`src/hw/rtl/sale_pkg.sv`:
```
// ----------------------------------------------------------------------------
// sale_pkg
// Types, command codes and sizes shared by the array list engine and its cells.
// ----------------------------------------------------------------------------
`default_nettype none

package sale_pkg;

	localparam int unsigned CAPACITY_DEF = 16;
	localparam int unsigned KEY_W        = 32;
	localparam int unsigned PAY_W        = 32;
	localparam int unsigned CMD_W        = 3;
	localparam int unsigned CNT_OUT_W    = 5;

	localparam logic [CMD_W-1:0] CMD_APPEND       = 3'd0;
	localparam logic [CMD_W-1:0] CMD_INSERT_FRONT = 3'd1;
	localparam logic [CMD_W-1:0] CMD_INSERT_SORT  = 3'd2;
	localparam logic [CMD_W-1:0] CMD_REMOVE_LAST  = 3'd3;
	localparam logic [CMD_W-1:0] CMD_REMOVE_FIRST = 3'd4;
	localparam logic [CMD_W-1:0] CMD_REMOVE_KEY   = 3'd5;

	// Condition under which a cell keeps its entry, given that all cells
	// before it keep theirs.
	typedef enum logic [2:0] {
		SEL_HOLD,   // every cell keeps
		SEL_VALID,  // keep while the cell holds an entry
		SEL_NONE,   // no cell keeps
		SEL_LESS,   // keep while the stored key is below the new key
		SEL_NE      // keep while the stored key differs from the given key
	} sel_t;

	typedef struct packed {
		logic                    en;
		logic                    up;
		sel_t                    sel;
		logic signed [KEY_W-1:0] key;
		logic        [PAY_W-1:0] payload;
	} ctrl_t;

	typedef struct packed {
		logic        [CMD_W-1:0] cmd;
		logic signed [KEY_W-1:0] entry_key;
		logic        [PAY_W-1:0] entry_payload;
	} req_t;

	typedef struct packed {
		logic                 ok;
		logic [CNT_OUT_W-1:0] entry_count;
		logic                 is_full;
		logic                 is_empty;
	} rsp_t;

endpackage

`default_nettype wire

```
`src/hw/rtl/static_array_list_engine.sv`:
```
// The response is registered at the edge that accepts its command.
// Throughput: one command per cycle while responses drain; all cells compare and
// shift in the same cycle, limited by the hold flag rippling along CAPACITY cells.
// Reset clears the entry count and the response valid flag; stored keys and
// payloads are undefined until written and are never read before that.
// ----------------------------------------------------------------------------
// static_array_list_engine
// Fixed-capacity ordered list of keyed records built as a row of cells.
// ----------------------------------------------------------------------------
`default_nettype none

module static_array_list_engine #(
	parameter int unsigned CAPACITY = sale_pkg::CAPACITY_DEF
) (
	input  wire logic           clk,
	input  wire logic           arst_n,
	input  wire logic           req_valid,
	output logic                req_ready,
	input  wire sale_pkg::req_t req,
	output logic                rsp_valid,
	input  wire logic           rsp_ready,
	output sale_pkg::rsp_t      rsp
);

	localparam int unsigned CNT_W = $clog2(CAPACITY + 1);

	logic [CNT_W-1:0]     count_q;
	logic [CNT_W-1:0]     count_nxt;
	logic                 rsp_valid_q;
	sale_pkg::rsp_t       rsp_q;
	sale_pkg::ctrl_t      ctrl;
	logic                 accept;
	logic                 can_ins;
	logic                 can_rem;
	logic                 inc;
	logic                 dec_fixed;
	logic                 is_key_rm;
	logic                 found;
	logic                 ok;

	logic                              hold [CAPACITY+1];
	logic signed [sale_pkg::KEY_W-1:0] cell_key [CAPACITY];
	logic        [sale_pkg::PAY_W-1:0] cell_payload [CAPACITY];

	assign req_ready = !rsp_valid_q || rsp_ready;
	assign accept    = req_valid && req_ready;
	assign can_ins   = count_q < CNT_W'(CAPACITY);
	assign can_rem   = count_q != '0;

	always_comb begin
		ctrl.en      = accept;
		ctrl.up      = 1'b1;
		ctrl.sel     = sale_pkg::SEL_HOLD;
		ctrl.key     = req.entry_key;
		ctrl.payload = req.entry_payload;
		inc          = 1'b0;
		dec_fixed    = 1'b0;
		is_key_rm    = 1'b0;
		case (req.cmd)
			sale_pkg::CMD_APPEND: begin
				ctrl.sel = can_ins ? sale_pkg::SEL_VALID : sale_pkg::SEL_HOLD;
				inc      = can_ins;
			end
			sale_pkg::CMD_INSERT_FRONT: begin
				ctrl.sel = can_ins ? sale_pkg::SEL_NONE : sale_pkg::SEL_HOLD;
				inc      = can_ins;
			end
			sale_pkg::CMD_INSERT_SORT: begin
				ctrl.sel = can_ins ? sale_pkg::SEL_LESS : sale_pkg::SEL_HOLD;
				inc      = can_ins;
			end
			sale_pkg::CMD_REMOVE_LAST: begin
				dec_fixed = can_rem;
			end
			sale_pkg::CMD_REMOVE_FIRST: begin
				ctrl.up   = 1'b0;
				ctrl.sel  = can_rem ? sale_pkg::SEL_NONE : sale_pkg::SEL_HOLD;
				dec_fixed = can_rem;
			end
			sale_pkg::CMD_REMOVE_KEY: begin
				ctrl.up   = 1'b0;
				ctrl.sel  = sale_pkg::SEL_NE;
				is_key_rm = 1'b1;
			end
			default: begin
				ctrl.sel = sale_pkg::SEL_HOLD;
			end
		endcase
	end

	// A match somewhere in the valid part stops the hold flag before the end.
	assign found = !hold[CAPACITY];
	assign ok    = inc || dec_fixed || (is_key_rm && found);

	always_comb begin
		count_nxt = count_q;
		if (inc) begin
			count_nxt = count_q + CNT_W'(1);
		end else if (ok) begin
			count_nxt = count_q - CNT_W'(1);
		end
	end

	assign hold[0] = 1'b1;

	for (genvar i = 0; i < CAPACITY; i++) begin : g_cell
		logic                              valid;
		logic signed [sale_pkg::KEY_W-1:0] l_key;
		logic        [sale_pkg::PAY_W-1:0] l_pay;
		logic signed [sale_pkg::KEY_W-1:0] r_key;
		logic        [sale_pkg::PAY_W-1:0] r_pay;

		assign valid = count_q > CNT_W'(i);

		if (i == 0) begin : g_first
			assign l_key = req.entry_key;
			assign l_pay = req.entry_payload;
		end else begin : g_mid_l
			assign l_key = cell_key[i-1];
			assign l_pay = cell_payload[i-1];
		end

		// The last cell only ever loads from the right once it drops out of the list.
		if (i == CAPACITY - 1) begin : g_last
			assign r_key = cell_key[i];
			assign r_pay = cell_payload[i];
		end else begin : g_mid_r
			assign r_key = cell_key[i+1];
			assign r_pay = cell_payload[i+1];
		end

		sale_cell u_cell (
			.clk           (clk),
			.ctrl          (ctrl),
			.valid         (valid),
			.hold_in       (hold[i]),
			.hold_out      (hold[i+1]),
			.left_key      (l_key),
			.left_payload  (l_pay),
			.right_key     (r_key),
			.right_payload (r_pay),
			.key           (cell_key[i]),
			.payload       (cell_payload[i])
		);
	end

	always_ff @(posedge clk or negedge arst_n) begin
		if (!arst_n) begin
			count_q     <= '0;
			rsp_valid_q <= 1'b0;
		end else begin
			if (accept) begin
				count_q     <= count_nxt;
				rsp_valid_q <= 1'b1;
			end else if (rsp_ready) begin
				rsp_valid_q <= 1'b0;
			end
		end
	end

	always_ff @(posedge clk) begin
		if (accept) begin
			rsp_q.ok          <= ok;
			rsp_q.entry_count <= sale_pkg::CNT_OUT_W'(count_nxt);
			rsp_q.is_full     <= count_nxt == CNT_W'(CAPACITY);
			rsp_q.is_empty    <= count_nxt == '0;
		end
	end

	assign rsp_valid = rsp_valid_q;
	assign rsp       = rsp_q;

endmodule

`default_nettype wire

```
`src/hw/rtl/sale_cell.sv`:
```
// ----------------------------------------------------------------------------
// sale_cell
// One list slot: holds a key and payload, passes a hold flag down the row and
// loads from the new record or from its left or right neighbour.
// ----------------------------------------------------------------------------
`default_nettype none

module sale_cell (
	input  wire logic                            clk,
	input  wire sale_pkg::ctrl_t                 ctrl,
	input  wire logic                            valid,
	input  wire logic                            hold_in,
	output logic                                 hold_out,
	input  wire logic signed [sale_pkg::KEY_W-1:0] left_key,
	input  wire logic        [sale_pkg::PAY_W-1:0] left_payload,
	input  wire logic signed [sale_pkg::KEY_W-1:0] right_key,
	input  wire logic        [sale_pkg::PAY_W-1:0] right_payload,
	output logic signed [sale_pkg::KEY_W-1:0]    key,
	output logic        [sale_pkg::PAY_W-1:0]    payload
);

	logic signed [sale_pkg::KEY_W-1:0] key_q;
	logic        [sale_pkg::PAY_W-1:0] payload_q;
	logic                              keep;

	always_comb begin
		case (ctrl.sel)
			sale_pkg::SEL_HOLD:  keep = 1'b1;
			sale_pkg::SEL_VALID: keep = valid;
			sale_pkg::SEL_NONE:  keep = 1'b0;
			sale_pkg::SEL_LESS:  keep = valid && (key_q < ctrl.key);
			sale_pkg::SEL_NE:    keep = !(valid && (key_q == ctrl.key));
			default:             keep = 1'b1;
		endcase
		hold_out = hold_in && keep;
	end

	// First non-holding cell takes the new record on insert; the rest shift.
	always_ff @(posedge clk) begin
		if (ctrl.en && !hold_out) begin
			if (ctrl.up) begin
				if (hold_in) begin
					key_q     <= ctrl.key;
					payload_q <= ctrl.payload;
				end else begin
					key_q     <= left_key;
					payload_q <= left_payload;
				end
			end else begin
				key_q     <= right_key;
				payload_q <= right_payload;
			end
		end
	end

	assign key     = key_q;
	assign payload = payload_q;

endmodule

`default_nettype wire

```
`config.mk`:
```
export PLATFORM = sky130hd
export DESIGN_NAME = static_array_list_engine
export DESIGN_NICKNAME = d
export VERILOG_FILES = /design/src/hw/rtl/sale_pkg.sv /design/src/hw/rtl/static_array_list_engine.sv /design/src/hw/rtl/sale_cell.sv
export SDC_FILE = /design/constraint.sdc
export NUM_CORES = 2
export LEC_CHECK = 0
export BUFFER_PORTS_ARGS = -buffer_cell sky130_fd_sc_hd__buf_2
export CAP_MARGIN = 20
export CORE_MARGIN = 5
export CORE_UTILIZATION = 60
export DETAILED_ROUTE_END_ITERATION = 6
export PLACE_DENSITY = 0.76
export SETUP_SLACK_MARGIN = 0.4
export SLEW_MARGIN = 5
export SYNTH_ARGS = -nofsm -noshare
export SYNTH_HDL_FRONTEND = slang
export SYNTH_HIERARCHICAL = 1
export SYNTH_SLANG_ARGS = --single-unit
```
`constraint.sdc`:
```
create_clock -name clk -period 27.2 [get_ports clk]
set_clock_uncertainty 0.1 [all_clocks]
set_input_delay 2.72 -clock clk [delete_from_list [all_inputs] [get_ports clk]]
set_output_delay 2.72 -clock clk [all_outputs]
set_load 0.03 [all_outputs]
```
# After elaboration in Yosys (flattened, before gate mapping)
# Cells that the tools add are included.
# totals
latchBits,0
register_bits,526
mem_bits_rw,0
word_cells,251
n_memories,0
romBits,0
# classes
reduce_logical,109
add_sub_neg,2
div_mod_pow,0
bitwise_logic,1
multipliers,0
n_mux,58
shift,0
eq_ne,26
magnitude_cmp,33
# op_table
op,n
$mux W32,30
$eq A32 B32 Y1,16
$lt A32 B32 Y1,16
$logic_and A1 B1 Y1,65
$pmux W1 S4,16
$gt A5 B4 Y1 const B,8
$logic_not A1 Y1,33
$gt A5 B3 Y1 const B,4
$pmux W3 S5,1
$eq A3 B2 Y1 const B,4
$gt A5 B1 Y1 const B,2
$gt A5 B2 Y1 const B,2
$mux W5,2
$eq A3 B3 Y1 const B,3
$eq A3 B1 Y1 const B,2
$mux W1,6
$mux W2,3
$add A5 B1 Y5 const B,1
$eq A5 B5 Y1 const B,1
$logic_not A5 Y1,1
$lt A5 B5 Y1 const B,1
$reduce_bool A5 Y1,1
$sub A5 B1 Y5 const B,1
$reduce_or A2 Y1,2
6 further kinds,8

# Longest topological paths before layout
# depth
ltp_word,26
depth_mapped,62
mapped_depth_nobuf,46

# Cells and area by module
# Netlist, hierarchy kept.
# modules_own_cells
mod,n_inst,cells_each,area_per_inst_um2
sale_cell at g_cell[0].u_cell ...,14,401,4139.0
sale_cell at g_cell[8].u_cell ...,2,400,4088.9
static_array_list_engine,1,134,1188.6

# Worst setup path before layout
# OpenSTA, ideal clock, no wires.
# synth_timing
kind,input to register
startpoint,in req[66] (netlist bit)
endpoint,"reg g_cell[15].u_cell.key_q, in the netlist g_cell[15].u_cell/key[0] (enable)"
setup_ns,0.524
required_time_ns,26.576
setup_slack_ns,8.682
arrival_ns,17.894
stages,53
path_cell_list,buf_4 nor3_1 mux2_2 nor4_1 a31oi_1 nor3b_1 and3_1 nor3_1 clkbuf_1 o21ai_0 nor3_1 clkbuf_1 o21ai_0 nor3_1 clkbuf_1 o21ai_0 nor3_1 clkbuf_1 [... 17 more ...] clkbuf_1 o21ai_0 nor3_1 clkbuf_1 o21ai_0 nor3_1 clkbuf_1 o21ai_0 nor3_1 clkbuf_1 o21ai_0 nor3_1 clkbuf_1 o21ai_0 nor3_1 clkbuf_1 o21ai_0 o31a_1
# synth_rtl
item,line_no,rtl
start: declaration,static_array_list_engine.sv:19,"input wire sale_pkg::req_t req,"
end signal: assignment,sale_cell.sv:43,key_q <= ctrl.key;
end signal: assignment,sale_cell.sv:46,key_q <= left_key;
end signal: assignment,sale_cell.sv:50,key_q <= right_key;
end: declaration,sale_cell.sv:22,logic signed [sale_pkg::KEY_W-1:0] key_q;

==> key figures <==
Outcome
  • Status: complete, no violations

Clock network
  • Worst-path clk slew: 60 ps
  • Clk_lat worst skew: 640 ps
  • Post-CTS Resized: 0
  • Hold Buf Count CTS: 0
  • Num CTS Buffers: 61
  • Root cell of the clock tree: clkbuf_16
  • Post-CTS Setup Inserts: 0
  • H-tree depth: 2
  • Num Clock Sinks: 526
  • CTS tree: yes
  • Clock Path Buffers: 3

Cells and area
  • Ratio of cells with drive above 1 in the final layout: 8.45%
  • NumNets Final: 4926
  • Core Util, Final: 65.2%
  • Fillers: 5556
  • Area grow syn2layout: 7.33%
  • Most frequent cells in the layout: a21oi_1 (677), nor2_1 (584), inv_1 (534)
  • Commonest non-fill, non-tap cell in the layout: a21oi_1
  • Final instance area: 44900 µm²

Power
  • Leak: 18.5 nW
  • Maximum vdd ir drop: 0.0000497 V
  • Clock Power Share: 29.2%
  • Int Pwr: 1.81 mW
  • Switch share: 33.3%
  • Pwr per Cell Area: 60.4 nW/µm²
  • Power share of the combinational group: 28.7%
  • NetSw: 0.903 mW
  • Seq pwr share: 42.1%

STA
  • Period utilization: 70.5%
  • Fin. Hold Viols: 0
  • RSZ-0062 raised after global routing: false
  • Slew Limit Fails: 0
  • Setup_tns: 0 ps
  • Fmax: 52.1 MHz
  • Relative slew slack: 16.8%
  • Final setup violation count: 0
  • Setup ws final: 8010 ps
  • Hold WS: 455 ps
  • Clock period minus worst slack: 19190 ps
  • Least-Margin Pin Slew: 1250 ps

Routing
  • Post-Route WL: 100 mm
  • Drt wl/cell: 18.8 µm
  • Post-route DRC: 0
  • Post-route ant nets: 0
  • First-pass detailed-route iteration total: 6
  • Vias per inst: 5.92
  • Initial DRC count: 2462
  • Vias: 31489

Floorplan
  • Die area: 75100 µm²
  • # IOs: 81
  • Die W: 274 µm
  • Core Region: 68800 µm²
  • Initial Util: 60.7%
  • Die height: 274 µm
  • Rows: 96

Critical path
  • Worst EP required: 27560 ps
  • Crit. End Element: flop
  • WP buf/inv: 16
  • CP top delay family: buffers and inverters
  • Slowest cell delay on critical path: 930 ps
  • Crit Path Max Fanout: 64
  • CP most frequent cell: nor3_2
  • Launching point of the worst reg2reg path: count_q[0]
  • CP max stage cell: nor3_1
  • Crit path kind: primary input to flop
  • WP data arrival: 19550 ps
  • Worst setup path start: req[64]
  • Startpoint Class: primary input

Synthesis
  • Mapped Area: 41800 µm²
  • Syn Area/Cell: 9.56 µm²
  • Synth Instances: 4372
  • Synth warn: 6
  • Syn Nets: 4960

Placed design
  • RD Place Congestion: 0.870
  • Input/output buffers: 48
  • DP HPWL: 75.3 mm
  • Post-DP Area: 43000 µm²
  • DP Worst Slack: 7450 ps

GRT
  • Initial antenna violation count: 4
  • GRT Total Usage: 26.2%
  • First-pass GRT wire length: 161 mm
  • Number of global-route vias before repair: 30826
  • Grt total ovfl: 0
  • Largest net degree at the start of global routing: 279

Min path
  • Hold crit path type: flop to flop
  • Hold_sp: rsp_valid

Job
  • MaxCap Viol Count: 0
power by group through the flow:
stage	registers, mW	clock network [mW]	logic, mW
global placement	1.15	0	0.739
detailed placement	1.15	0	0.773
finish	1.14	0.791	0.779
global route	1.15	0.842	0.867
CTS	1.14	0.809	0.774
floorplan	1.12	0	0.582
registers in the layout, indices dropped and copies added (netlist names):
signal	flops
g_cell.u_cell/key	512
rsp	8
count_q	5
rsp_valid	1
through the flow:
step	cells	power, mW
after floorplan	4372	1.70
after global placement	5206	1.89
after detailed placement	5206	1.92
after CTS	5320	2.72
after global routing	5321	2.86
final	5321	2.71
worst min-delay path: cells and delay by family, from the launching register on:
| kind | cells | cell delay [ps] |
|---|---|---|
| flip-flops | 1 | 350 |
| AND/OR/NAND/NOR | 2 | 170 |
routing by layer:
metal | vias to the layer above | part of all wire (%) | wire, µm | GRT usage, %
met4 | 0 | 3.8 | 3780 | 9.27
met5 | - | 0 | 0 | 0
li1 | 15805 | - | - | -
met1 | 14629 | 44 | 44300 | 34.9
met3 | 198 | 4.8 | 4790 | 2.71
met2 | 857 | 47 | 47300 | 44.7
final timing paths:
kind                              end  slack [ps]  cells after the start
hold reg to reg             rsp_valid         460                      2
setup reg to reg               rsp[0]        9430                     60
min in group asynchronous  count_q[4]        1800                      1
max in group asynchronous  count_q[0]       25040                      1
setup / recovery               rsp[0]        8010                     58
hold / removal              rsp_valid         460                      2
final cells by class:
cell class                      count  area, µm²  share of cell area (%)
Multi-Input combinational cell   3094      23200                    51.8
Sequential cell                   526      15800                    35.1
Inverter                          537       2020                    4.51
Clock buffer                       73       1570                    3.50
Tap cell                          931       1160                    2.60
Timing Repair Buffer              118        803                    1.79
Clock inverter                     41        319                   0.711
Antenna cell                        1       2.50                 0.00558
Note: power is estimated with default switching activity, not from simulation.
